File: src/design/rtn_pkg.sv
// Shared constants, types and helpers for the ray/triangle nearest-hit block.
// Used by every module of the block; has no dependencies.
package rtn_pkg;

	localparam int COORD_W   = 20;
	localparam int NORM_W    = 16;
	localparam int DIST_W    = 24;
	localparam int DIST_FRAC = 10;

	// Exact intermediate widths (signed unless noted).
	localparam int DIFF_W  = COORD_W + 1;
	localparam int CROSS_W = 2 * DIFF_W + 1;
	localparam int DOT_W   = 3 * DIFF_W + 1;
	localparam int W0_W    = DOT_W + 2;
	localparam int DEN_W   = DOT_W - 1;
	localparam int NUM_R_W = DOT_W - 1 + DIST_FRAC;
	localparam int NUM_N_W = DOT_W + NORM_W - 2;
	localparam int NUM_W   = (NUM_R_W > NUM_N_W) ? NUM_R_W : NUM_N_W;
	localparam int QW      = ((DIST_W > NORM_W) ? DIST_W : NORM_W) + 1;
	localparam int NUM_CW  = $clog2(NUM_W);

	// Multiplier: one chunk of the wide operand times a narrow operand per cycle.
	localparam int CH_W    = 23;
	localparam int NCH     = (W0_W + CH_W - 1) / CH_W;
	localparam int NCH_CW  = (NCH > 1) ? $clog2(NCH) : 1;
	localparam int WIDE_W  = NCH * CH_W;
	localparam int NAR_W   = (DIFF_W > NORM_W) ? DIFF_W : NORM_W;
	localparam int PROD_W  = CH_W + 1 + NAR_W;
	localparam int ACC_W   = NUM_W + 2;

	// Stream and configuration widths.
	localparam int VTX_W       = 3 * COORD_W;
	localparam int NRM_W       = 3 * NORM_W;
	localparam int IN_BITS     = 3 * VTX_W + 3 * NRM_W;
	localparam int IN_TDATA_W  = ((IN_BITS + 7) / 8) * 8;
	localparam int OUT_BITS    = DIST_W + 3 * NORM_W;
	localparam int OUT_TDATA_W = ((OUT_BITS + 7) / 8) * 8;
	localparam int CFG_W       = (COORD_W > DIST_W) ? COORD_W : DIST_W;
	localparam int IDX_W       = 3;
	localparam int Q_DEPTH     = 2;
	localparam int Q_PTR_W     = $clog2(Q_DEPTH);

	localparam logic [IDX_W-1:0] REG_ORIGIN_X = 3'd0;
	localparam logic [IDX_W-1:0] REG_ORIGIN_Y = 3'd1;
	localparam logic [IDX_W-1:0] REG_ORIGIN_Z = 3'd2;
	localparam logic [IDX_W-1:0] REG_DIR_X    = 3'd3;
	localparam logic [IDX_W-1:0] REG_DIR_Y    = 3'd4;
	localparam logic [IDX_W-1:0] REG_DIR_Z    = 3'd5;
	localparam logic [IDX_W-1:0] REG_MAX_DIST = 3'd6;

	// Cross product groups and dot product slots.
	localparam logic [1:0] GRP_N  = 2'd0;
	localparam logic [1:0] GRP_EV = 2'd1;
	localparam logic [1:0] GRP_UE = 2'd2;
	localparam logic [1:0] DOT_D  = 2'd0;
	localparam logic [1:0] DOT_R  = 2'd1;
	localparam logic [1:0] DOT_S  = 2'd2;
	localparam logic [1:0] DOT_T  = 2'd3;

	// One triangle after the front end: edge vectors and vertex normals.
	typedef struct packed {
		logic                             first;
		logic                             last;
		logic [2:0][DIFF_W-1:0]           u;
		logic [2:0][DIFF_W-1:0]           v;
		logic [2:0][DIFF_W-1:0]           e;
		logic [2:0][2:0][NORM_W-1:0]      nrm;
	} tri_item_t;

	typedef struct packed {
		logic             start;
		logic [NUM_W-1:0] num;
		logic [DEN_W-1:0] den;
	} div_cmd_t;

	typedef struct packed {
		logic             done;
		logic             ovf;
		logic [QW-1:0]    quo;
		logic [DEN_W-1:0] rem;
	} div_rsp_t;

	function automatic logic [DIFF_W-1:0] diff_of(logic [COORD_W-1:0] a, logic [COORD_W-1:0] b);
		return DIFF_W'($signed(a)) - DIFF_W'($signed(b));
	endfunction

endpackage

File: src/design/rtn_div.sv
// Shared restoring divider, one quotient bit per cycle over the full numerator.
// Depends on rtn_pkg; keeps the low quotient bits and flags any higher one.
module rtn_div import rtn_pkg::*; (
	input  logic     clk,
	input  logic     arst_n,
	input  div_cmd_t cmd,
	output div_rsp_t rsp
);

	logic                busy_q;
	logic                done_q;
	logic [NUM_CW-1:0]   cnt_q;
	logic [NUM_W-1:0]    num_q;
	logic [DEN_W-1:0]    den_q;
	logic [DEN_W-1:0]    rem_q;
	logic [QW-1:0]       quo_q;
	logic                ovf_q;
	logic [DEN_W+1:0]    trial;
	logic                ge;

	assign trial = {1'b0, rem_q, num_q[NUM_W-1]} - {2'b00, den_q};
	assign ge    = !trial[DEN_W+1];

	always_ff @(posedge clk or negedge arst_n) begin
		if (!arst_n) begin
			busy_q <= 1'b0;
			done_q <= 1'b0;
			cnt_q  <= '0;
		end else begin
			done_q <= 1'b0;
			if (cmd.start) begin
				busy_q <= 1'b1;
				cnt_q  <= '0;
			end else if (busy_q) begin
				cnt_q <= cnt_q + 1'b1;
				if (cnt_q == NUM_CW'(NUM_W - 1)) begin
					busy_q <= 1'b0;
					done_q <= 1'b1;
				end
			end
		end
	end

	always_ff @(posedge clk) begin
		if (cmd.start) begin
			num_q <= cmd.num;
			den_q <= cmd.den;
			rem_q <= '0;
			quo_q <= '0;
			ovf_q <= 1'b0;
		end else if (busy_q) begin
			num_q <= num_q << 1;
			rem_q <= ge ? trial[DEN_W-1:0] : {rem_q[DEN_W-2:0], num_q[NUM_W-1]};
			quo_q <= {quo_q[QW-2:0], ge};
			ovf_q <= ovf_q | quo_q[QW-1];
		end
	end

	assign rsp.done = done_q;
	assign rsp.ovf  = ovf_q;
	assign rsp.quo  = quo_q;
	assign rsp.rem  = rem_q;

endmodule

File: config.mk
export PLATFORM = sky130hd
export DESIGN_NAME = rtn_div
export DESIGN_NICKNAME = d
export VERILOG_FILES = /design/src/design/rtn_pkg.sv /design/src/design/rtn_div.sv
export SDC_FILE = /design/constraint.sdc
export NUM_CORES = 1
export LEC_CHECK = 0
export ABC_AREA = 1
export BUFFER_PORTS_ARGS = -buffer_cell sky130_fd_sc_hd__buf_2
export CAP_MARGIN = 10
export CORE_AREA = 2 2 184 186
export DETAILED_ROUTE_END_ITERATION = 8
export DIE_AREA = 0 0 186 188
export PLACE_DENSITY = 0.67
export SLEW_MARGIN = 20
export SYNTH_ARGS = -nofsm -noshare
export SYNTH_HDL_FRONTEND = slang
export SYNTH_SLANG_ARGS = --single-unit
export TNS_END_PERCENT = 1
File: constraint.sdc
create_clock -name clk -period 7.3 [get_ports clk]
set_input_delay 0.365 -clock clk [delete_from_list [all_inputs] [get_ports clk]]
set_output_delay 0.365 -clock clk [all_outputs]
set_load 0.02 [all_outputs]
==> summary.md <==
| Metric | Value |
|---|---|
| Top cells by area, synth | edfxtp_1, nand2_1, dfxtp_1 |
| CP Launch Type | flip-flop |
| Die span in x | between 150 and 200 um |
| 1st-iter DRT viols | 867 |
| Initial core utilization | 46.2% |
| Yosys reg bits | about 240 |
| Worst-margin pin slew | between 1 and 1.5 ns |
| CTS tree | built |
| Mapped Avg Cell Area | 6.70 um2 |
| Post-CTS Resized | 0 |
| CP endpoint kind | flip-flop |
| Yosys cell types | 37 |
| Commonest non-fill, non-tap cell in the layout | nand2_1 |
| Sw frac | between 20% and 30% |
| Power Density | 179 nW/um2 |
| IO Pins | roughly 230 |
| CTS max path bufs | 3 |
| Post-synth EDFFs | 141 |
| Global-route wire length before repair | 73300 um |
| Critical path type | flip-flop to flip-flop |
| CTS Root Cell | clkbuf_16 |
| CTS Buf Count | 28 |
| Total power | roughly 3300 uW |
| Slew Limit Fails | 0 |
| TritonRoute pass-1 iters | 7 |
| Gpl congestion | just under 1 |
| Fraction of layout cells with a size suffix above 1 | a little under an eighth |
| Final ANT Viol Nets | 0 |
| Final Hold Fails | 0 |
| Req. time, crit path | between 7 and 8 ns |
| # setup viols final | 0 |
| Outcome | completed |
| HP Class | primary input to flip-flop |
| Hold buffers post-CTS | 64 |
| Leak pwr | approximately 0.01 uW |
| Setup bufs post-CTS | 0 |
| Top FF cell, synth | edfxtp_1 |
| Final wirelength | about 46000 um |
| Synthesis Warnings | 0 |
| Routed length per placed instance | roughly 15 um |
| Yosys top cell area share | between 20% and 30% |
| Area growth from synthesis to layout | 20.5% |
| Share of the yosys chip area belonging to registers | between 40% and 50% |
| Final worst-path cycle share | around 45% |
| Core area | around 33000 um2 |
| Most frequent cells in the layout | nand2_1, inv_1, buf_2 |
| Worst-skew pair later-pin latency | roughly 0.57 ns |
| Tot GR Track Use | around a quarter |
| Max IR drop VDD | 181 uV |
| Number of max-cap violations | 0 |
| H-tree depth | 1 |
| Reg clk slew, reported paths | approximately 0.06 ns |
| Initial antenna violation count | 1 |
| Setup TNS | 0 ns |
| Int Pwr | 2500 uW |
| Critical path peak fanout | 41 |
| Min cycle time layout | ~3.3 ns |
| Async SR Flop Fraction | ~3.8% |
| Via-to-Cell Ratio | 4.85 |
| Largest net degree at the start of global routing | roughly 90 |
| Cell Area, Synth | ~15000 um2 |
| Vias | roughly 15000 |
| Crit path DAT | 3.70 ns |
| Reg power frac | 46.5% |
| DRC viols | 0 |
| Antenna diodes | 0 |
| RSZ-0062 raised after global routing | false |
| Row count | 67 |
| Cell count after synthesis | ~2300 |
| Net Sw Power | 807 uW |
| Sink Count | approximately 240 |
| Die area | roughly 35000 um2 |
| Dpl hpwl | around 35000 um |
| PortBufs | 233 |
| Clock share of power | approximately 44% |
| Fmax | around 300 MHz |
| Clock skew | 0.0226 ns |
| Post-Syn Nets | about 2500 |
| Largest area contributor in the netlist | edfxtp_1 |
| Vias in the first global route | 14100 |
| # nets final | around 2800 |
| Combinational Power Share | about a tenth |
| Grt total ovfl | 0 |
| DIE HEIGHT | 188 um |
| Relative slew slack | 28.5% |
[per-stage QoR]
stage	util (%)	setup WS, ns	instances	hold slack [ns]	cell area [um2]
floorplan	-	3.53	2284	0.0694	15300
global placement	50.8	4.13	2919	0.225	16800
detailed placement	50.8	4.04	2919	0.226	16800
CTS	55.7	4.02	3035	0.0213	18400
global route	55.7	3.75	3035	0.0520	18400
finish	55.7	4.04	3035	0.0512	18400
[worst paths after layout]
path / startpoint / to / slack (ns) / cells past startpoint
min reg2reg: rem_q[44] / rem_q[44] / 0.48 / 2
min in group asynchronous: arst_n / cnt_q[4] / 0.18 / 2
max in group asynchronous: arst_n / cnt_q[2] / 6.94 / 2
max reg2reg: den_q[0] / rem_q[39] / 4.04 / 17
max: den_q[0] / rem_q[39] / 4.04 / 17
min: cmd[63] / num_q[0] / 0.05 / 3
[cell usage after synthesis, types with 2 or more instances]
| master | number |
|---|---|
| xor2_1 | 20 |
| inv_2 | 8 |
| o21ai_0 | 21 |
| buf_6 | 4 |
| buf_4 | 5 |
| dfxtp_1 | 89 |
| and2_1 | 2 |
| buf_2 | 9 |
| o21ai_1 | 8 |
| nor2_1 | 121 |
| xnor2_1 | 6 |
| nor2_2 | 3 |
| nand2_2 | 3 |
| dfrtp_1 | 9 |
| inv_1 | 420 |
| ha_1 | 65 |
| nand3b_1 | 29 |
| nor3_1 | 15 |
| nand4_1 | 10 |
| nand3_1 | 133 |
| a21oi_1 | 56 |
| edfxtp_1 | 141 |
| clkinv_1 | 3 |
| nand2_1 | 1024 |
| nor3_2 | 2 |
| and2_0 | 2 |
| o22ai_1 | 24 |
| o21bai_1 | 8 |
| clkbuf_1 | 36 |
[cell families after synthesis]
group                    share of synthesized area [%]
AND/OR/NAND/NOR                                   35.6
buffers and inverters                             12.3
flip-flops                                        40.8
AO/OA/AOI/OAI                                     4.31
adder cells (fa/ha/maj)                           5.45
XOR/XNOR                                          1.49
[per-layer routing]
metal / global-route usage, % / wire length (um) / part of all wire (%)
met1: 35.5 / 20900 / 45
met2: 42.8 / 20700 / 44
met3: 5.17 / 3180 / 6.8
met4: 9.63 / 1670 / 3.6
met5: 0 / 11 / 0.024
[power groups by stage]
stage	clock (uW)	sequential [uW]	combinational [uW]
2_1_floorplan	0	1560	195
3_3_place_gp	0	1560	296
3_5_place_dp	0	1570	300
4_1_cts	1470	1540	329
5_1_grt	1530	1550	375
6_report	1440	1540	329
[state kept, by name (all words and copies together), names as in the netlist]
register,count
ovf_q,1
cnt_q,7
done_q,1
num_q,78
rem_q,63
quo_q,25
busy_q,1
den_q,63
[area by class of cell]
cell class | count | area (um2)
fillers | 3325 | 14700
multi-input cells | 1560 | 7190
flip-flops and latches | 239 | 6240
repair buffers | 305 | 1870
inverters | 431 | 1620
clock buffers | 34 | 768
well taps | 448 | 561
clock inverters | 18 | 188
[worst max-delay path, cell delays in order (launching register included)]
cell	delay, ns
edfxtp_1	0.36
ha_1	0.22
fa_1	0.42
inv_1	0.11
nand3_1	0.09
nand3_2	0.11
nand2_1	0.07
nand2_2	0.11
nand2_1	0.06
nand2_1	0.09
nand2_1	0.09
nand2_1	0.16
nand2_2	0.10
nand2_4	0.36
buf_4	0.44
nand3_1	0.13
nand3_1	0.09
nand2_1	0.05
Power figures use the tool's default switching activity.
