## src/design/rtn_pkg.sv

```systemverilog
// Shared constants, types and helpers for the ray/triangle nearest-hit block.
// Used by every module of the block; has no dependencies.
package rtn_pkg;

	localparam int COORD_W   = 20;
	localparam int NORM_W    = 16;
	localparam int DIST_W    = 24;
	localparam int DIST_FRAC = 10;

	// Exact intermediate widths (signed unless noted).
	localparam int DIFF_W  = COORD_W + 1;
	localparam int CROSS_W = 2 * DIFF_W + 1;
	localparam int DOT_W   = 3 * DIFF_W + 1;
	localparam int W0_W    = DOT_W + 2;
	localparam int DEN_W   = DOT_W - 1;
	localparam int NUM_R_W = DOT_W - 1 + DIST_FRAC;
	localparam int NUM_N_W = DOT_W + NORM_W - 2;
	localparam int NUM_W   = (NUM_R_W > NUM_N_W) ? NUM_R_W : NUM_N_W;
	localparam int QW      = ((DIST_W > NORM_W) ? DIST_W : NORM_W) + 1;
	localparam int NUM_CW  = $clog2(NUM_W);

	// Multiplier: one chunk of the wide operand times a narrow operand per cycle.
	localparam int CH_W    = 23;
	localparam int NCH     = (W0_W + CH_W - 1) / CH_W;
	localparam int NCH_CW  = (NCH > 1) ? $clog2(NCH) : 1;
	localparam int WIDE_W  = NCH * CH_W;
	localparam int NAR_W   = (DIFF_W > NORM_W) ? DIFF_W : NORM_W;
	localparam int PROD_W  = CH_W + 1 + NAR_W;
	localparam int ACC_W   = NUM_W + 2;

	// Stream and configuration widths.
	localparam int VTX_W       = 3 * COORD_W;
	localparam int NRM_W       = 3 * NORM_W;
	localparam int IN_BITS     = 3 * VTX_W + 3 * NRM_W;
	localparam int IN_TDATA_W  = ((IN_BITS + 7) / 8) * 8;
	localparam int OUT_BITS    = DIST_W + 3 * NORM_W;
	localparam int OUT_TDATA_W = ((OUT_BITS + 7) / 8) * 8;
	localparam int CFG_W       = (COORD_W > DIST_W) ? COORD_W : DIST_W;
	localparam int IDX_W       = 3;
	localparam int Q_DEPTH     = 2;
	localparam int Q_PTR_W     = $clog2(Q_DEPTH);

	localparam logic [IDX_W-1:0] REG_ORIGIN_X = 3'd0;
	localparam logic [IDX_W-1:0] REG_ORIGIN_Y = 3'd1;
	localparam logic [IDX_W-1:0] REG_ORIGIN_Z = 3'd2;
	localparam logic [IDX_W-1:0] REG_DIR_X    = 3'd3;
	localparam logic [IDX_W-1:0] REG_DIR_Y    = 3'd4;
	localparam logic [IDX_W-1:0] REG_DIR_Z    = 3'd5;
	localparam logic [IDX_W-1:0] REG_MAX_DIST = 3'd6;

	// Cross product groups and dot product slots.
	localparam logic [1:0] GRP_N  = 2'd0;
	localparam logic [1:0] GRP_EV = 2'd1;
	localparam logic [1:0] GRP_UE = 2'd2;
	localparam logic [1:0] DOT_D  = 2'd0;
	localparam logic [1:0] DOT_R  = 2'd1;
	localparam logic [1:0] DOT_S  = 2'd2;
	localparam logic [1:0] DOT_T  = 2'd3;

	// One triangle after the front end: edge vectors and vertex normals.
	typedef struct packed {
		logic                             first;
		logic                             last;
		logic [2:0][DIFF_W-1:0]           u;
		logic [2:0][DIFF_W-1:0]           v;
		logic [2:0][DIFF_W-1:0]           e;
		logic [2:0][2:0][NORM_W-1:0]      nrm;
	} tri_item_t;

	typedef struct packed {
		logic             start;
		logic [NUM_W-1:0] num;
		logic [DEN_W-1:0] den;
	} div_cmd_t;

	typedef struct packed {
		logic             done;
		logic             ovf;
		logic [QW-1:0]    quo;
		logic [DEN_W-1:0] rem;
	} div_rsp_t;

	function automatic logic [DIFF_W-1:0] diff_of(logic [COORD_W-1:0] a, logic [COORD_W-1:0] b);
		return DIFF_W'($signed(a)) - DIFF_W'($signed(b));
	endfunction

endpackage

```

## src/design/rtn_fifo.sv

```systemverilog
// Short triangle queue between the front end and the back end.
// Depends on rtn_pkg for the item type and depth.
module rtn_fifo import rtn_pkg::*; (
	input  logic      clk,
	input  logic      arst_n,
	input  logic      push_valid,
	output logic      push_ready,
	input  tri_item_t push_data,
	output logic      pop_valid,
	input  logic      pop_ready,
	output tri_item_t pop_data
);

	tri_item_t            mem_q [Q_DEPTH];
	logic [Q_PTR_W-1:0]   wr_q;
	logic [Q_PTR_W-1:0]   rd_q;
	logic [Q_PTR_W:0]     cnt_q;
	logic                 do_push;
	logic                 do_pop;

	assign push_ready = (cnt_q != (Q_PTR_W+1)'(Q_DEPTH));
	assign pop_valid  = (cnt_q != '0);
	assign do_push    = push_valid && push_ready;
	assign do_pop     = pop_valid && pop_ready;
	assign pop_data   = mem_q[rd_q];

	always_ff @(posedge clk or negedge arst_n) begin
		if (!arst_n) begin
			wr_q  <= '0;
			rd_q  <= '0;
			cnt_q <= '0;
		end else begin
			if (do_push) begin
				wr_q <= wr_q + 1'b1;
			end
			if (do_pop) begin
				rd_q <= rd_q + 1'b1;
			end
			if (do_push && !do_pop) begin
				cnt_q <= cnt_q + 1'b1;
			end else if (!do_push && do_pop) begin
				cnt_q <= cnt_q - 1'b1;
			end
		end
	end

	always_ff @(posedge clk) begin
		if (do_push) begin
			mem_q[wr_q] <= push_data;
		end
	end

endmodule

```

## config.mk

```make
export PLATFORM = sky130hd
export DESIGN_NAME = rtn_fifo
export DESIGN_NICKNAME = d
export VERILOG_FILES = /design/src/design/rtn_pkg.sv /design/src/design/rtn_fifo.sv
export SDC_FILE = /design/constraint.sdc
export NUM_CORES = 1
export LEC_CHECK = 0
export BUFFER_PORTS_ARGS = -buffer_cell sky130_fd_sc_hd__clkbuf_2
export CORE_AREA = 2 2 266 268
export DETAILED_ROUTE_END_ITERATION = 6
export DIE_AREA = 0 0 268 270
export HOLD_SLACK_MARGIN = 0.03
export PLACE_DENSITY = 0.68
export SLEW_MARGIN = 20
export SYNTH_ARGS = -nofsm -noshare
export SYNTH_HDL_FRONTEND = slang
export SYNTH_SLANG_ARGS = --single-unit
export TNS_END_PERCENT = 100
```

## constraint.sdc

```tcl
create_clock -name clk -period 43.5 [get_ports clk]
set_input_delay 8.7 -clock clk [delete_from_list [all_inputs] [get_ports clk]]
set_output_delay 8.7 -clock clk [all_outputs]
set_load 0.005 [all_outputs]
```

==> summary.txt, run 1 <==
Synthesis
  • Yosys top cell area share: 82.1%
  • Syn. warnings: 0
  • Synth Instances: 1060
  • Syn nets: ~1.4k
  • Top cells by area, synth: edfxtp_1, mux2_2, mux2_4, buf_4, dfrtp_1
  • Cell taking the most area after synthesis: edfxtp_1
  • Mapped Area: 0.0245 mm2
  • Post-synthesis register bit count: 674
  • Post-synth cell types: 16
  • Syn_area_per_cell: 23.1 um2
  • Seq/Total Area, Yosys: 82.5%

Global route
  • Number of global-route vias before repair: 13.6k
  • Largest net degree at the start of global routing: ~170
  • Initial antenna violation count: 5
  • First-pass GRT wire length: between 70000 and 80000 um
  • Gr usage total: between 10% and 20%
  • Grt total ovfl: 0

CTS
  • Skew-Pair Late Insertion Delay: 600 ps
  • Clk sink count: ~670
  • Clock Tree Buf Depth: 3
  • Root Driver: clkbuf_16
  • CTS H-tree lvls: 3
  • CTS Buf Count: 69
  • Register clock-pin slew on the reported worst setup and hold paths: approximately 60 ps
  • CTS resizes: 0
  • # Post-CTS Setup Buffers: 0
  • CTS tree: done
  • Cts hold-fix bufs: 0

Routing
  • Via Count: between 10k and 15k
  • Total wire length: 53900 um
  • Drt initial violations: between 800 and 900
  • Via/cell ratio: approximately 4.5
  • DR DRC count: 0
  • DRT Pass-1 Iters: 4
  • Routed len/inst: between 15 and 20 um
  • Routed Antenna Nets: 0

Flow run
  • MaxCap Viol Count: 0

Worst setup path
  • CP max FO: 76
  • CP cell instances: buf_4, buf_4, mux2_2, clkbuf_2
  • Worst path required time: between 30000 and 40000 ps
  • Buf/Inv on CP: 3
  • R2R Path End: mem_q[0][72]$_DFFE_PP_
  • Crit-path leading delay family: buffers and inverters
  • Crit-path most repeated cell: buf_4
  • Setup crit end kind: output pin
  • R2R depth: 5
  • Critical Path AT: a little over 4000 ps
  • CP max-delay cell: dfrtp_4
  • Element type at the critical path start: register
  • Critical path class: register to output pin
  • Critical Path Max Stage Delay: 1020 ps
  • Reg2Reg Setup Slack: ~40000 ps
  • Cell depth of the worst setup path: 4
  • Worst r2r src: cnt_q[0]$_DFFE_PN0P_

Worst hold path
  • Worst hold path type: register to register
  • Hold Path Sink: cnt_q[1]$_DFFE_PN0P_
  • Hold depth: 1
  • Hold Crit Start: cnt_q[1]$_DFFE_PN0P_

Die
  • Die ar.: 0.0724 mm2
  • I/O pin cnt: approximately 680
  • Starting Density: 35.2%
  • Row count: 97
  • Die height: between 200 and 300 um
  • Die width: 268 um
  • Std-Cell Core Area: 0.0695 mm2

Power
  • Leak Pwr: between 10 and 15 nW
  • Worst vdd ir: 0.0000463 V
  • Power Density: 65.4 mW/mm2
  • Total Power: 2.03 mW

Status
  • Status: finished clean

Timing
  • TNS Setup: 0 ps
  • Slew HR: 27.9%
  • Fmax: 0.0779 GHz
  • RSZ-0062 raised after global routing: false
  • Endpoints failing hold: 0
  • Final setup fails: 0
  • Worst-Margin Slew: 1080 ps
  • Final min period: 12840 ps
  • Worst Skew: between 15 and 20 ps
  • Setup WS post-layout: 30660 ps
  • Fin crit share: 29.5%
  • Slew Viols, Final: 0

Place
  • Gpl congestion: between 0.8 and 0.9
  • Placed cell count: 2649
  • HPWL after DPL: 37200 um
  • Dpl ws: ~31000 ps
  • PortBufs: just under 700

Layout
  • Layout area overhead: 26.4%
  • Fin cells: 2773
  • Utilization after layout: 44.5%
  • Filler instances: 6031
  • Share of layout cells above drive strength 1: 60.7%
  • Most frequent cells in the layout: clkbuf_2, edfxtp_1, mux2_2, clkbuf_16, mux2_4
  • Fin nets: 2120
  • Commonest non-fill, non-tap cell in the layout: clkbuf_2
-- sequential cells by signal (all words and copies together) (netlist names) --
signal / count
cnt_q: 2
mem_q: 670
rd_q: 1
wr_q: 1
-- per-stage QoR --
stage	hold WS (ps)	area, um2
floorplan	456	24500
global placement	472	28900
detailed placement	519	28900
CTS	529	31000
global route	540	31000
finish	519	31000
-- power breakdown --
part | leakage [nW] | total [mW] | internal (mW) | switching, mW
sequential | 6.27 | 0.933 | 0.890 | 0.0430
clock | 0.987 | 0.541 | 0.301 | 0.240
combinational | 4.40 | 0.552 | 0.266 | 0.285
total | 11.7 | 2.03 | 1.46 | 0.569
-- worst reg2reg max path, cell delays in order (launching register included) --
cell      delay (ps)
dfrtp_1          400
nand2b_1         190
nand2_1          150
nor2_4           660
buf_4            820
buf_4            990
-- metal layers --
layer | vias up | track usage (%) | wire length (um)
met5 | - | 0 | 0
met3 | 133 | 4.84 | 4420
met4 | 0 | 6.73 | 2210
li1 | 5696 | - | -
met1 | 6268 | 14.7 | 19100
met2 | 502 | 26.0 | 28200
-- cells in the mapped netlist --
master / number
edfxtp_1: 670
ha_1: 1
buf_4: 20
and3_1: 1
mux2_2: 295
mux2_4: 40
nor2_1: 2
inv_1: 1
xor2_1: 2
dfrtp_1: 4
nand2b_1: 1
buf_6: 5
buf_2: 12
nand2_1: 2
or2_2: 1
xnor2_1: 3
-- how the worst max path moves through the flow --
stage,start,to
6_report,rd_q$_DFFE_PN0P_,pop_data[66]
5_1_grt,rd_q$_DFFE_PN0P_,pop_data[74]
4_1_cts,rd_q$_DFFE_PN0P_,pop_data[129]
3_5_place_dp,rd_q$_DFFE_PN0P_,pop_data[74]
3_3_place_gp,rd_q$_DFFE_PN0P_,pop_data[66]
2_1_floorplan,push_valid,mem_q[0][0]$_DFFE_PP_
-- kinds of logic (layout without fill, tap and decap cells) --
| family | Yosys count | after routing | share of synthesized area [%] |
|---|---|---|---|
| DFF | 674 | 674 | 82.5 |
| muxes | 335 | 335 | 16.0 |
| buffers and inverters | 38 | 807 | 1.10 |
| and+or+nand+nor | 7 | 7 | 0.138 |
| xor gates and xnor gates | 5 | 5 | 0.179 |
| adders and majority gates | 1 | 1 | 0.0511 |
| other | 0 | 4 | 0 |
-- final cells by class --
| cell class | count | area [um2] | share of cell area [%] |
|---|---|---|---|
| Inverter | 1 | 3.75 | 0.0121 |
| Timing Repair Buffer | 686 | 3470 | 11.2 |
| Clock inverter | 36 | 274 | 0.885 |
| Antenna cell | 4 | 10.0 | 0.0323 |
| Tap cell | 940 | 1180 | 3.80 |
| Clock buffer | 84 | 1780 | 5.76 |
| Sequential cell | 674 | 20200 | 65.3 |
| Multi-Input combinational cell | 348 | 4030 | 13.0 |
(Power assumes the default switching activity.)
==> inputs of run 2 (changes only) <==
ABC_AREA = 1   (was default)
clock period = 12.9 ns   (was 43.5 ns; I/O delays follow)
==> summary.txt, run 2 <==
Status
  • Status: finished clean

Worst setup path
  • Worst path required time: 10320 ps
  • Element type at the critical path start: register
  • Setup crit end kind: output pin
  • Critical Path AT: approximately 4000 ps
  • Buf/Inv on CP: 4
  • CP max FO: ~100
  • CP max-delay cell: dfrtp_4
  • Crit-path leading delay family: buffers and inverters
  • Reg2Reg Setup Slack: 10140 ps
  • CP cell instances: inv_8, buf_4, buf_4, nand2_1, nand2_1, clkbuf_2
  • Critical Path Max Stage Delay: 760 ps
  • Critical path class: register to output pin

Synthesis
  • Main synth FF type: edfxtp_1
  • Largest family of logic cells by synthesized area: simple AND/OR/NAND/NOR gates
  • Asr flop ratio synth: 0.593%
  • Post-synthesis simple-gate area fraction: between 10% and 20%
  • Post-synth cell types: 14
  • Post-synthesis compound-gate area fraction: 0%
  • Post-Synth Adder-Cell Area: less than 1%
  • XOR/XNOR Fraction of Synth Area: 0.0716%
  • Post-synthesis register bit count: 674
  • Mux cell area share after synthesis: 0%
  • Cell taking the most area after synthesis: edfxtp_1
  • Mapped Area: roughly 0.024 mm2
  • Synth Instances: around 1.8k
  • Cell with the most instances after synthesis: nand2_1
  • Seq/Total Area, Yosys: between 80% and 90%
  • Syn. warnings: 0
  • Syn nets: around 2.1k
  • Yosys top cell area share: 82.2%
  • Top cells by area, synth: edfxtp_1, nand2_1, buf_2, dfrtp_1, clkbuf_1
  • Syn_area_per_cell: 13.8 um2
  • Most frequent cells after synthesis: nand2_1, edfxtp_1, buf_2
  • Number of synthesized flops with an enable pin: 670

Timing
  • Final setup fails: 0
  • Setup WS post-layout: 6370 ps
  • RSZ-0062 raised after global routing: false
  • Hold WS: 498 ps
  • Worst-Margin Slew: 1120 ps
  • Endpoints failing hold: 0
  • Fin crit share: between 50 and 60%
  • Slew Viols, Final: 0
  • TNS Setup: 0 ps
  • Fmax: around 0.15 GHz
  • Slew HR: 25.1%
  • Worst Skew: around 25 ps
  • Final min period: 6530 ps

Layout
  • Share of layout cells above drive strength 1: 31.6%
  • Commonest non-fill, non-tap cell in the layout: nand2_1
  • Multi-input gate area: 0.00388 mm2
  • Filler instances: 6254
  • Layout area overhead: 26.9%
  • Fin nets: 2804
  • Max reg flops: 670
  • FF/Latch Area: 0.0202 mm2
  • Most frequent cells in the layout: nand2_1, clkbuf_2, edfxtp_1, clkbuf_16, clkinv_2
  • Biggest regs: mem_q (670), cnt_q (2)
  • Most flops, register: mem_q
  • Design area: 0.0311 mm2

Routing
  • Drt initial violations: 1045
  • DR DRC count: 0
  • Total wire length: 59700 um
  • Routed len/inst: 17.2 um
  • Via Count: 15.5k
  • DRT Pass-1 Iters: 5
  • Routed Antenna Nets: 0
  • Via/cell ratio: 4.46

Global route
  • First-pass GRT wire length: 87300 um
  • Met1 Track Usage GR: 18.0%
  • Gr usage total: around 16%
  • Grt peak-use layer: met2
  • Number of global-route vias before repair: 15.0k
  • Initial antenna violation count: 12
  • Grt total ovfl: 0
  • Grt met3 use: 6.03%
  • Largest net degree at the start of global routing: 152
  • Met2 GRT Util: 26.7%

Power
  • Worst vdd ir: 0.000178 V
  • Comb pwr share: between 20% and 30%
  • Leak Pwr: 13.3 nW
  • Switching power: 2.32 mW
  • Clock group share of total power: 27.1%
  • Power Density: approximately 230 mW/mm2
  • Int Power: about 4.8 mW
  • Sw Share: 32.8%
  • Reg power frac: 44.5%

CTS
  • CTS resizes: 0
  • Clock Tree Buf Depth: 3
  • Cts hold-fix bufs: 0
  • CTS H-tree lvls: 3
  • CTS Buf Count: 70
  • CTS tree: done
  • Skew-Pair Late Insertion Delay: 600 ps
  • # Post-CTS Setup Buffers: 0
  • Clk sink count: 674
  • Register clock-pin slew on the reported worst setup and hold paths: 60 ps
  • Root Driver: clkbuf_16

Die
  • Std-Cell Core Area: 0.0695 mm2
  • Die width: ~270 um
  • I/O pin cnt: between 600 and 700
  • Starting Density: 35.2%
  • Die height: 270 um
  • Die ar.: around 0.072 mm2
  • Row count: 97

Worst hold path
  • Worst hold path type: register to register

Flow run
  • MaxCap Viol Count: 0

Place
  • HPWL after DPL: between 30000 and 40000 um
  • Gpl congestion: 0.853
  • PortBufs: 675
  • Dpl ws: 6950 ps
  • Post-DP Area: 0.0288 mm2
run 2: cell count changes in the layout (fill, tap and decap cells not counted), sizes merged, moves of 3 or more:
| cell | change |
|---|---|
| inv | +6 |
| mux2 | -335 |
| clkinv | +3 |
| nand2 | +1013 |
| diode | +5 |
run 2: layer usage:
layer,part of all wire (%),up-vias
li1,-,7416
met1,37,7236
met2,49,657
met3,10,150
met4,4.4,8
met5,0.089,-
run 2: logic make-up (layout without fill, tap and decap cells):
family / count (synthesis) / after routing
adder cells (fa/ha/maj): 1 / 1
other: 0 / 9
AND/OR/NAND/NOR: 1020 / 1020
buffers and inverters: 81 / 819
flip-flops: 674 / 674
XOR/XNOR: 2 / 2
run 2: cell type report:
type                       count  share of cell area, %
multi-input combinational   1023                   12.5
antenna                        9                 0.0725
clock buffer                  85                   6.03
clock inverter                39                   1.04
sequential                   674                   65.1
timing repair buffer         688                   11.4
tap                          940                   3.79
inverter                       7                  0.109
run 2: power groups by stage:
| stage | registers (mW) | clock network (mW) | logic (mW) |
|---|---|---|---|
| after floorplan | 3.43 | 0 | 1.07 |
| after global placement | 3.19 | 0 | 2.03 |
| after detailed placement | 3.19 | 0 | 2.05 |
| after CTS | 3.15 | 1.97 | 2.05 |
| after global routing | 3.19 | 2.05 | 2.26 |
| final | 3.15 | 1.92 | 2.01 |
run 2: metrics by stage:
stage	util (%)	std cells	total power [mW]
after floorplan	-	1778	4.50
after global placement	41.5	3332	5.22
after detailed placement	41.5	3332	5.24
after CTS	44.6	3456	7.17
after global routing	44.6	3463	7.49
final	44.7	3465	7.07
run 2: path summary, 6_finish.rpt:
path                                       from                 endpoint  cells after the start
setup reg to reg           cnt_q[0]$_DFFE_PN0P_  mem_q[0][144]$_DFFE_PP_                      6
setup / recovery               rd_q$_DFFE_PN0P_            pop_data[139]                      6
hold / removal             cnt_q[0]$_DFFE_PN0P_     cnt_q[0]$_DFFE_PN0P_                      1
min in group asynchronous                arst_n         rd_q$_DFFE_PN0P_                      1
hold reg to reg            cnt_q[0]$_DFFE_PN0P_     cnt_q[0]$_DFFE_PN0P_                      1
max in group asynchronous                arst_n         rd_q$_DFFE_PN0P_                      1
