File: src/design/rtn_pkg.sv
// Shared constants, types and helpers for the ray/triangle nearest-hit block.
// Used by every module of the block; has no dependencies.
package rtn_pkg;

	localparam int COORD_W   = 20;
	localparam int NORM_W    = 16;
	localparam int DIST_W    = 24;
	localparam int DIST_FRAC = 10;

	// Exact intermediate widths (signed unless noted).
	localparam int DIFF_W  = COORD_W + 1;
	localparam int CROSS_W = 2 * DIFF_W + 1;
	localparam int DOT_W   = 3 * DIFF_W + 1;
	localparam int W0_W    = DOT_W + 2;
	localparam int DEN_W   = DOT_W - 1;
	localparam int NUM_R_W = DOT_W - 1 + DIST_FRAC;
	localparam int NUM_N_W = DOT_W + NORM_W - 2;
	localparam int NUM_W   = (NUM_R_W > NUM_N_W) ? NUM_R_W : NUM_N_W;
	localparam int QW      = ((DIST_W > NORM_W) ? DIST_W : NORM_W) + 1;
	localparam int NUM_CW  = $clog2(NUM_W);

	// Multiplier: one chunk of the wide operand times a narrow operand per cycle.
	localparam int CH_W    = 23;
	localparam int NCH     = (W0_W + CH_W - 1) / CH_W;
	localparam int NCH_CW  = (NCH > 1) ? $clog2(NCH) : 1;
	localparam int WIDE_W  = NCH * CH_W;
	localparam int NAR_W   = (DIFF_W > NORM_W) ? DIFF_W : NORM_W;
	localparam int PROD_W  = CH_W + 1 + NAR_W;
	localparam int ACC_W   = NUM_W + 2;

	// Stream and configuration widths.
	localparam int VTX_W       = 3 * COORD_W;
	localparam int NRM_W       = 3 * NORM_W;
	localparam int IN_BITS     = 3 * VTX_W + 3 * NRM_W;
	localparam int IN_TDATA_W  = ((IN_BITS + 7) / 8) * 8;
	localparam int OUT_BITS    = DIST_W + 3 * NORM_W;
	localparam int OUT_TDATA_W = ((OUT_BITS + 7) / 8) * 8;
	localparam int CFG_W       = (COORD_W > DIST_W) ? COORD_W : DIST_W;
	localparam int IDX_W       = 3;
	localparam int Q_DEPTH     = 2;
	localparam int Q_PTR_W     = $clog2(Q_DEPTH);

	localparam logic [IDX_W-1:0] REG_ORIGIN_X = 3'd0;
	localparam logic [IDX_W-1:0] REG_ORIGIN_Y = 3'd1;
	localparam logic [IDX_W-1:0] REG_ORIGIN_Z = 3'd2;
	localparam logic [IDX_W-1:0] REG_DIR_X    = 3'd3;
	localparam logic [IDX_W-1:0] REG_DIR_Y    = 3'd4;
	localparam logic [IDX_W-1:0] REG_DIR_Z    = 3'd5;
	localparam logic [IDX_W-1:0] REG_MAX_DIST = 3'd6;

	// Cross product groups and dot product slots.
	localparam logic [1:0] GRP_N  = 2'd0;
	localparam logic [1:0] GRP_EV = 2'd1;
	localparam logic [1:0] GRP_UE = 2'd2;
	localparam logic [1:0] DOT_D  = 2'd0;
	localparam logic [1:0] DOT_R  = 2'd1;
	localparam logic [1:0] DOT_S  = 2'd2;
	localparam logic [1:0] DOT_T  = 2'd3;

	// One triangle after the front end: edge vectors and vertex normals.
	typedef struct packed {
		logic                             first;
		logic                             last;
		logic [2:0][DIFF_W-1:0]           u;
		logic [2:0][DIFF_W-1:0]           v;
		logic [2:0][DIFF_W-1:0]           e;
		logic [2:0][2:0][NORM_W-1:0]      nrm;
	} tri_item_t;

	typedef struct packed {
		logic             start;
		logic [NUM_W-1:0] num;
		logic [DEN_W-1:0] den;
	} div_cmd_t;

	typedef struct packed {
		logic             done;
		logic             ovf;
		logic [QW-1:0]    quo;
		logic [DEN_W-1:0] rem;
	} div_rsp_t;

	function automatic logic [DIFF_W-1:0] diff_of(logic [COORD_W-1:0] a, logic [COORD_W-1:0] b);
		return DIFF_W'($signed(a)) - DIFF_W'($signed(b));
	endfunction

endpackage

File: src/design/rtn_back.sv
// Back end: sequencer with one shared chunked multiplier-accumulator, the hit
// tests, the nearest-hit state and the result register. Depends on rtn_pkg; drives rtn_div through its ports.
module rtn_back import rtn_pkg::*; (
	input  logic                     clk,
	input  logic                     arst_n,
	input  logic                     pop_valid,
	output logic                     pop_ready,
	input  tri_item_t                pop_data,
	input  logic [2:0][COORD_W-1:0]  dir,
	input  logic [DIST_W-1:0]        max_dist,
	output div_cmd_t                 div_cmd,
	input  div_rsp_t                 div_rsp,
	output logic                     m_tvalid,
	input  logic                     m_tready,
	// distance, normal_x, normal_y, normal_z, zero pad
	output logic [OUT_TDATA_W-1:0]   m_tdata,
	output logic                     m_tuser    // hit
);

	typedef enum logic [12:0] {
		S_IDLE   = 13'b0000000000001,
		S_CROSS  = 13'b0000000000010,
		S_DOT    = 13'b0000000000100,
		S_DWAIT  = 13'b0000000001000,
		S_CHECK  = 13'b0000000010000,
		S_DIVR   = 13'b0000000100000,
		S_BLEND  = 13'b0000001000000,
		S_BWAIT  = 13'b0000010000000,
		S_DIVN   = 13'b0000100000000,
		S_COMMIT = 13'b0001000000000,
		S_FIN    = 13'b0010000000000,
		S_SPARE0 = 13'b0100000000000,
		S_SPARE1 = 13'b1000000000000
	} bk_state_t;

	bk_state_t                   st_q;
	tri_item_t                   item_q;
	logic [2:0][2:0][CROSS_W-1:0] crs_q;
	logic [3:0][DOT_W-1:0]       dot_q;
	logic [W0_W-1:0]             w0_q;
	logic [1:0]                  sel_q;
	logic [1:0]                  comp_q;
	logic [1:0]                  term_q;
	logic [NCH_CW-1:0]           chk_q;
	logic                        nneg_q;

	// multiplier stage
	logic signed [PROD_W-1:0]    prod_s1;
	logic                        pvld_s1;
	logic [NCH_CW-1:0]           psh_s1;
	logic                        psub_s1;
	logic                        pdone_s1;
	bk_state_t                   pst_s1;
	logic [1:0]                  psel_s1;
	logic [1:0]                  pcomp_s1;
	logic [ACC_W-1:0]            acc_q;

	logic [DIST_W-1:0]           best_dist_q;
	logic                        any_hit_q;
	logic [2:0][NORM_W-1:0]      best_nrm_q;
	logic [DIST_W-1:0]           dist_new_q;
	logic [2:0][NORM_W-1:0]      nrm_new_q;

	// issue side
	logic [WIDE_W-1:0]           wide;
	logic signed [NAR_W-1:0]     nar;
	logic                        sub;
	logic                        last_term;
	logic                        last_chk;
	logic                        issuing;
	logic [1:0]                  i1;
	logic [1:0]                  i2;
	logic [2:0][DIFF_W-1:0]      av;
	logic [2:0][DIFF_W-1:0]      bv;
	logic [CH_W-1:0]             chunk;
	logic signed [CH_W:0]        chunk_s;
	logic signed [PROD_W-1:0]    prod;

	// accumulate side
	logic [ACC_W-1:0]            addend;
	logic [ACC_W-1:0]            acc_sum;
	logic                        acc_done;

	// tests and rounding
	logic                        dneg;
	logic [DOT_W-1:0]            dp;
	logic [DOT_W-1:0]            rp;
	logic [DOT_W-1:0]            sp;
	logic [DOT_W-1:0]            tp;
	logic [W0_W-1:0]             w0c;
	logic                        plane_ok;
	logic                        bneg;
	logic [ACC_W-1:0]            bmag;
	logic                        round_up;
	logic [QW:0]                 qr;
	logic [QW:0]                 lim;
	logic [QW:0]                 mag;
	logic [NORM_W-1:0]           nres;
	logic                        dist_win;
	logic                        emit_beat;

	assign issuing  = (st_q == S_CROSS) || (st_q == S_DOT) || (st_q == S_BLEND);
	assign last_chk = (chk_q == NCH_CW'(NCH - 1));

	always_comb begin
		case (comp_q)
			2'd0:    begin i1 = 2'd1; i2 = 2'd2; end
			2'd1:    begin i1 = 2'd2; i2 = 2'd0; end
			default: begin i1 = 2'd0; i2 = 2'd1; end
		endcase
		av = (sel_q == GRP_EV) ? item_q.e : item_q.u;
		bv = (sel_q == GRP_UE) ? item_q.e : item_q.v;
		wide      = '0;
		nar       = '0;
		sub       = 1'b0;
		last_term = 1'b0;
		case (st_q)
			S_CROSS: begin
				last_term = (term_q == 2'd1);
				if (term_q == 2'd0) begin
					wide = WIDE_W'($signed(av[i1]));
					nar  = NAR_W'($signed(bv[i2]));
				end else begin
					wide = WIDE_W'($signed(av[i2]));
					nar  = NAR_W'($signed(bv[i1]));
					sub  = 1'b1;
				end
			end
			S_DOT: begin
				last_term = (term_q == 2'd2);
				case (sel_q)
					DOT_D: begin
						wide = WIDE_W'($signed(crs_q[GRP_N][term_q]));
						nar  = NAR_W'($signed(dir[term_q]));
					end
					DOT_R: begin
						wide = WIDE_W'($signed(crs_q[GRP_N][term_q]));
						nar  = NAR_W'($signed(item_q.e[term_q]));
						sub  = 1'b1;
					end
					DOT_S: begin
						wide = WIDE_W'($signed(crs_q[GRP_EV][term_q]));
						nar  = NAR_W'($signed(dir[term_q]));
					end
					default: begin
						wide = WIDE_W'($signed(crs_q[GRP_UE][term_q]));
						nar  = NAR_W'($signed(dir[term_q]));
					end
				endcase
			end
			S_BLEND: begin
				last_term = (term_q == 2'd2);
				nar = NAR_W'($signed(item_q.nrm[term_q][comp_q]));
				case (term_q)
					2'd0:    wide = WIDE_W'($signed(w0_q));
					2'd1:    wide = WIDE_W'($signed(dot_q[DOT_S]));
					default: wide = WIDE_W'($signed(dot_q[DOT_T]));
				endcase
			end
			default: begin
				wide = '0;
			end
		endcase
		// Lower chunks are unsigned, the top chunk carries the sign.
		chunk   = wide[chk_q*CH_W +: CH_W];
		chunk_s = last_chk ? $signed({wide[chk_q*CH_W + CH_W - 1], chunk})
		                   : $signed({1'b0, chunk});
		prod    = chunk_s * nar;
	end

	assign addend   = ACC_W'(prod_s1) << (psh_s1 * CH_W);
	assign acc_sum  = psub_s1 ? (acc_q - addend) : (acc_q + addend);
	assign acc_done = pvld_s1 && pdone_s1;

	always_comb begin
		dneg = dot_q[DOT_D][DOT_W-1];
		dp   = dneg ? -dot_q[DOT_D] : dot_q[DOT_D];
		rp   = dneg ? -dot_q[DOT_R] : dot_q[DOT_R];
		sp   = dneg ? -dot_q[DOT_S] : dot_q[DOT_S];
		tp   = dneg ? -dot_q[DOT_T] : dot_q[DOT_T];
		w0c  = W0_W'($signed(dp)) - W0_W'($signed(sp)) - W0_W'($signed(tp));
		plane_ok = (dot_q[DOT_D] != '0) && !rp[DOT_W-1] && (rp != '0) &&
		           !sp[DOT_W-1] && !tp[DOT_W-1] && !w0c[W0_W-1];
		bneg = acc_sum[ACC_W-1];
		bmag = bneg ? -acc_sum : acc_sum;

		div_cmd.start = ((st_q == S_CHECK) && plane_ok) || (st_q == S_BWAIT);
		if (st_q == S_CHECK) begin
			div_cmd.num = NUM_W'(rp[DOT_W-2:0]) << DIST_FRAC;
			div_cmd.den = dp[DEN_W-1:0];
		end else begin
			div_cmd.num = bmag[NUM_W-1:0];
			div_cmd.den = dot_q[DOT_D][DEN_W-1:0];
		end

		// Round half away from zero, then clamp to the signed normal range.
		round_up = ({div_rsp.rem, 1'b0} >= {1'b0, dot_q[DOT_D][DEN_W-1:0]});
		qr  = {1'b0, div_rsp.quo} + (QW+1)'(round_up);
		lim = nneg_q ? (QW+1)'(1) << (NORM_W - 1) : ((QW+1)'(1) << (NORM_W - 1)) - 1'b1;
		mag = (div_rsp.ovf || (qr > lim)) ? lim : qr;
		nres = nneg_q ? -mag[NORM_W-1:0] : mag[NORM_W-1:0];
		dist_win = !div_rsp.ovf && (div_rsp.quo < QW'(best_dist_q));
	end

	assign pop_ready = (st_q == S_IDLE);
	assign emit_beat = (st_q == S_FIN) && item_q.last && (!m_tvalid || m_tready);

	always_ff @(posedge clk or negedge arst_n) begin
		if (!arst_n) begin
			st_q        <= S_IDLE;
			sel_q       <= '0;
			comp_q      <= '0;
			term_q      <= '0;
			chk_q       <= '0;
			pvld_s1     <= 1'b0;
			acc_q       <= '0;
			best_dist_q <= '1;
			any_hit_q   <= 1'b0;
			best_nrm_q  <= '0;
			m_tvalid    <= 1'b0;
		end else begin
			pvld_s1 <= issuing;
			if (acc_done) begin
				acc_q <= '0;
			end else if (pvld_s1) begin
				acc_q <= acc_sum;
			end
			if (emit_beat) begin
				m_tvalid <= 1'b1;
			end else if (m_tready) begin
				m_tvalid <= 1'b0;
			end
			if (issuing) begin
				chk_q <= last_chk ? '0 : chk_q + 1'b1;
				if (last_chk) begin
					term_q <= last_term ? 2'd0 : term_q + 1'b1;
				end
			end
			case (st_q)
				S_IDLE: begin
					if (pop_valid) begin
						if (pop_data.first) begin
							best_dist_q <= (max_dist == '0) ? '1 : max_dist;
							any_hit_q   <= 1'b0;
							best_nrm_q  <= '0;
						end
						sel_q  <= GRP_N;
						comp_q <= '0;
						term_q <= '0;
						chk_q  <= '0;
						st_q   <= S_CROSS;
					end
				end
				S_CROSS: begin
					if (last_chk && last_term) begin
						comp_q <= (comp_q == 2'd2) ? 2'd0 : comp_q + 1'b1;
						if (comp_q == 2'd2) begin
							if (sel_q == GRP_UE) begin
								sel_q <= DOT_D;
								st_q  <= S_DOT;
							end else begin
								sel_q <= sel_q + 1'b1;
							end
						end
					end
				end
				S_DOT: begin
					if (last_chk && last_term) begin
						sel_q <= sel_q + 1'b1;
						if (sel_q == DOT_T) begin
							st_q <= S_DWAIT;
						end
					end
				end
				S_DWAIT: begin
					st_q <= S_CHECK;
				end
				S_CHECK: begin
					st_q <= plane_ok ? S_DIVR : S_FIN;
				end
				S_DIVR: begin
					if (div_rsp.done) begin
						comp_q <= '0;
						term_q <= '0;
						chk_q  <= '0;
						st_q   <= dist_win ? S_BLEND : S_FIN;
					end
				end
				S_BLEND: begin
					if (last_chk && last_term) begin
						st_q <= S_BWAIT;
					end
				end
				S_BWAIT: begin
					st_q <= S_DIVN;
				end
				S_DIVN: begin
					if (div_rsp.done) begin
						if (comp_q == 2'd2) begin
							st_q <= S_COMMIT;
						end else begin
							comp_q <= comp_q + 1'b1;
							st_q   <= S_BLEND;
						end
					end
				end
				S_COMMIT: begin
					best_dist_q <= dist_new_q;
					any_hit_q   <= 1'b1;
					best_nrm_q  <= nrm_new_q;
					st_q        <= S_FIN;
				end
				S_FIN: begin
					if (!item_q.last || emit_beat) begin
						st_q <= S_IDLE;
					end
				end
				default: begin
					st_q <= S_IDLE;
				end
			endcase
		end
	end

	always_ff @(posedge clk) begin
		prod_s1  <= prod;
		psh_s1   <= chk_q;
		psub_s1  <= sub;
		pdone_s1 <= last_chk && last_term;
		pst_s1   <= st_q;
		psel_s1  <= sel_q;
		pcomp_s1 <= comp_q;
		if ((st_q == S_IDLE) && pop_valid) begin
			item_q <= pop_data;
		end
		if (acc_done && (pst_s1 == S_CROSS)) begin
			crs_q[psel_s1][pcomp_s1] <= acc_sum[CROSS_W-1:0];
		end
		if (acc_done && (pst_s1 == S_DOT)) begin
			dot_q[psel_s1] <= acc_sum[DOT_W-1:0];
		end
		if (st_q == S_CHECK) begin
			// Fold the sign of the denominator into all four dot products.
			dot_q[DOT_D] <= dp;
			dot_q[DOT_R] <= rp;
			dot_q[DOT_S] <= sp;
			dot_q[DOT_T] <= tp;
			w0_q         <= w0c;
		end
		if (st_q == S_BWAIT) begin
			nneg_q <= bneg;
		end
		if ((st_q == S_DIVR) && div_rsp.done) begin
			dist_new_q <= div_rsp.quo[DIST_W-1:0];
		end
		if ((st_q == S_DIVN) && div_rsp.done) begin
			nrm_new_q[comp_q] <= nres;
		end
		if (emit_beat) begin
			m_tdata <= OUT_TDATA_W'({best_nrm_q[2], best_nrm_q[1], best_nrm_q[0], best_dist_q});
			m_tuser <= any_hit_q;
		end
	end

`ifndef NO_ASSERTIONS
	a_hit_clears_on_first: assert property (@(posedge clk) disable iff (!arst_n)
		$fell(any_hit_q) |-> $past(pop_valid && pop_ready && pop_data.first))
		else $error("hit flag cleared outside a ray reload");

	a_dist_changes: assert property (@(posedge clk) disable iff (!arst_n)
		!$stable(best_dist_q) |-> $past((st_q == S_COMMIT) || ((st_q == S_IDLE) && pop_valid)))
		else $error("best distance changed outside reload or commit");

	a_div_done_expected: assert property (@(posedge clk) disable iff (!arst_n)
		div_rsp.done |-> ((st_q == S_DIVR) || (st_q == S_DIVN)))
		else $error("divider finished while not awaited");

	a_commit_only_after_win: assert property (@(posedge clk) disable iff (!arst_n)
		(st_q == S_COMMIT) |-> $past(st_q == S_DIVN))
		else $error("commit without a finished normal blend");
`endif

endmodule

File: config.mk
export PLATFORM = sky130hd
export DESIGN_NAME = rtn_back
export DESIGN_NICKNAME = d
export VERILOG_FILES = /design/src/design/rtn_pkg.sv /design/src/design/rtn_back.sv
export SDC_FILE = /design/constraint.sdc
export NUM_CORES = 2
export LEC_CHECK = 0
export BUFFER_PORTS_ARGS = -buffer_cell sky130_fd_sc_hd__buf_2
export CAP_MARGIN = 10
export CORE_MARGIN = 4
export CORE_UTILIZATION = 40
export DETAILED_ROUTE_END_ITERATION = 10
export SLEW_MARGIN = 20
export SYNTH_ARGS = -nofsm -noshare
export SYNTH_HDL_FRONTEND = slang
export SYNTH_SLANG_ARGS = --single-unit
File: constraint.sdc
create_clock -name clk -period 18.4 [get_ports clk]
set_input_delay 0.92 -clock clk [delete_from_list [all_inputs] [get_ports clk]]
set_output_delay 0.92 -clock clk [all_outputs]
set_load 0.1 [all_outputs]
==> results.md <==
* Antenna Nets Post-Route at 0
* Gate Count Post-Synth at 11100
* Final Skew at 0.0850 ns
* Slew HR at 16.6%
* Reg clk slew, reported paths at 0.07 ns
* Crit-path max FO at 66
* Die outline height at 532 um
* Port bufs at 729
* Mapped Area at 110000 um^2
* CP peak stage delay at 0.84 ns
* Mean Syn Cell Area at 9.91 um^2
* Top cell type's share of synthesized area at 32.5%
* Mapped Nets at 12600
* Startpoint Class: register
* Tcrit/Tclk final at 75.1%
* Die area at 283000 um^2
* IO Pins at 730
* Setup bufs post-CTS at 0
* Mux cell area share after synthesis at 7.17%
* First-pass GRT wire length at 649 mm
* Vias in the first global route at 92600
* Most frequent CP cell: nor2_1
* Final instance area at 123000 um^2
* CTS tree: built
* Sink Count at 1427
* Post-synth EDFFs at 1189
* Layout cells sized above 1 at 14.7%
* Worst skew pair latency at 0.87 ns
* Critical Path RT at 17.48 ns
* Simple-gate area share of the yosys netlist at 13.3%
* WL final at 449 mm
* Initial antenna violation count at 60
* Area grow syn2layout at 12.2%
* # setup viols final at 0
* Die width at 532 um
* Drc violations at 0
* Core area at 274000 um^2
* Seq cells post-synth at 1427
* Initial Utilization at 40.2%
* Final Wtd Congestion at 0.978
* CP Capture Type: output port
* Commonest cells after routing, fill and taps aside: 1262 x nand2_1, 1189 x edfxtp_1, 1051 x inv_1
* Status: finished clean
* Most common cell after layout, fill and taps aside: nand2_1
* Hold_buf cts at 0
* XOR/XNOR share of the synthesized area at 4.43%
* Dpl cell area at 118000 um^2
* Via count at 94000
* Avg Vias per Cell at 6.14
* Average routed wire per standard cell at 29.3 um
* Hpwl dp at 337 mm
* RSZ-0062 raised after global routing: no
* # rows at 192
* Iteration-0 DRC Markers at 11000
* Syn. warnings at 0
* Layout Nets at 13100
* CP max-delay cell: or4b_2
* Area share of fa/ha/maj cells after synthesis at 15.1%
* Compound-Gate Fraction of Synth Area at 16.3%
* Final Hold Viols at 0
* GRT Resource Usage Total at 30.6%
* F_max at 72.4 MHz
* Grt total ovfl at 0
* Slew Limit Fails at 0
* Max Buffers Root-to-Sink at 4
* Leading area contributor after synthesis: edfxtp_1
* Fillers at 25900
* Number of max-cap violations at 0
* TritonCTS buffer count at 168
* Post-layout min period at 13.81 ns
* Crit path arrival time at 12.89 ns
* Sequential area share after synthesis at 37.6%
* Resize count post-CTS at 0
* Root Driver: clkbuf_16
* Post-synth ARST share at 12.2%
* Largest cells by area after synthesis: edfxtp_1 32%, fa_1 11%, ha_1 4.5%
* Largest family of logic cells by synthesized area: compound AO/OA/AOI/OAI gates
* Count of cell types in the netlist at 124
* Setup TNS at 0 ns
* First-pass iteration count of the detailed router at 9
* Class of the tightest hold or removal check: in -> async
* Htree depth at 4
* WS Path Type: reg -> out
* Dominant synthesized flop cell: edfxtp_1
* Slew @ Worst Pin at 1.24 ns
* Pin count of the biggest net entering global routing at 142
-- stage by stage --
step	hold WS [ns]	util (%)	cells	worst slack [ns]
6_report	0.166	45.1	15300	4.59
2_1_floorplan	0.345	-	11100	3.17
5_1_grt	0.179	45.1	15300	3.96
3_5_place_dp	0.438	43.0	15000	5.65
4_1_cts	0.128	45.1	15300	4.86
3_3_place_gp	0.432	43.0	15000	5.81
-- registers in the layout, summed over array words and instances (netlist names), 11 cells and up --
signal,count
crs_q,387
item_q,334
dot_q,255
acc_q,80
m_tdata,72
w0_q,66
best_nrm_q,48
nrm_new_q,48
prod_s1,45
best_dist_q,24
dist_new_q,24
pst_s1,11
st_q,11
-- cell usage after synthesis (all sizes together), types with 83 or more instances --
| cell | count |
|---|---|
| mux2 | 129 |
| nand2b | 117 |
| xor2 | 133 |
| a22o | 116 |
| a21oi | 542 |
| inv | 1060 |
| clkbuf | 495 |
| nor2b | 102 |
| dfrtp | 149 |
| and2 | 129 |
| xnor2 | 412 |
| or3 | 90 |
| o21ai | 621 |
| nor2 | 669 |
| o211ai | 119 |
| buf | 162 |
| ha | 394 |
| edfxtp | 1189 |
| a211oi | 83 |
| mux4 | 142 |
| o22ai | 252 |
| nand3 | 206 |
| a21o | 177 |
| a22oi | 90 |
| a31oi | 87 |
| nand4 | 111 |
| nor3 | 129 |
| fa | 582 |
| nand2 | 1264 |
| mux2i | 323 |
| o31ai | 112 |
-- per-layer routing --
layer / up-vias / routed length (um) / track usage (%)
met5: - / 136 / 0
met4: 22 / 24900 / 14.2
met3: 1003 / 39800 / 5.85
met2: 5063 / 206000 / 49.2
met1: 47100 / 178000 / 39.9
li1: 40800 / - / -
-- cells by family after synthesis --
logic type	count (synthesis)
AOI/OAI and AO/OA	2708
xor gates and xnor gates	545
adders and majority gates	976
buffers and inverters	1721
DFF	1427
muxes	594
and+or+nand+nor	3117
-- critical path, delay by kind of cell (launching register included) --
kind / cells / cell delay, ns
flip-flops: 1 / 0.31
multiplexers: 1 / 0.10
adder cells (fa/ha/maj): 2 / 1.16
buffers and inverters: 6 / 2.54
AND/OR/NAND/NOR: 11 / 4.44
XOR/XNOR: 2 / 1.02
AO/OA/AOI/OAI: 9 / 2.44
-- path summary, 6_finish.rpt --
kind	startpoint	to	slack (ns)	cells after the start
worst max-delay path	psh_s1[0]$_DFF_P_	div_cmd[134]	4.59	31
worst min register to register	best_nrm_q[4]$_DFFE_PN0P_	m_tdata[28]$_DFFE_PP_	0.45	0
min in group clk	pop_data[300]	item_q[300]$_DFFE_PP_	0.22	1
worst min-delay path	arst_n	acc_q[51]$_DFFE_PN0P_	0.17	1
max in group asynchronous	arst_n	best_nrm_q[47]$_DFFE_PN0P_	16.90	2
worst max register to register	term_q[0]$_DFF_PN0_	prod_s1[42]$_DFF_P_	5.44	39
-- area by class of cell --
| class | instances | area, um^2 | area share, % |
|---|---|---|---|
| clock buffers | 213 | 4510 | 3.65 |
| repair buffers | 968 | 5520 | 4.48 |
| multi-input cells | 7940 | 62400 | 50.6 |
| inverters | 1064 | 4000 | 3.24 |
| flip-flops and latches | 1427 | 41400 | 33.5 |
| diodes | 30 | 75.1 | 0.0608 |
| clock inverters | 95 | 1020 | 0.829 |
| well taps | 3589 | 4490 | 3.64 |
Power is left out: the tool's default activity adds up to more than one toggle a clock period on the data nets, which glitch-free logic cannot reach.
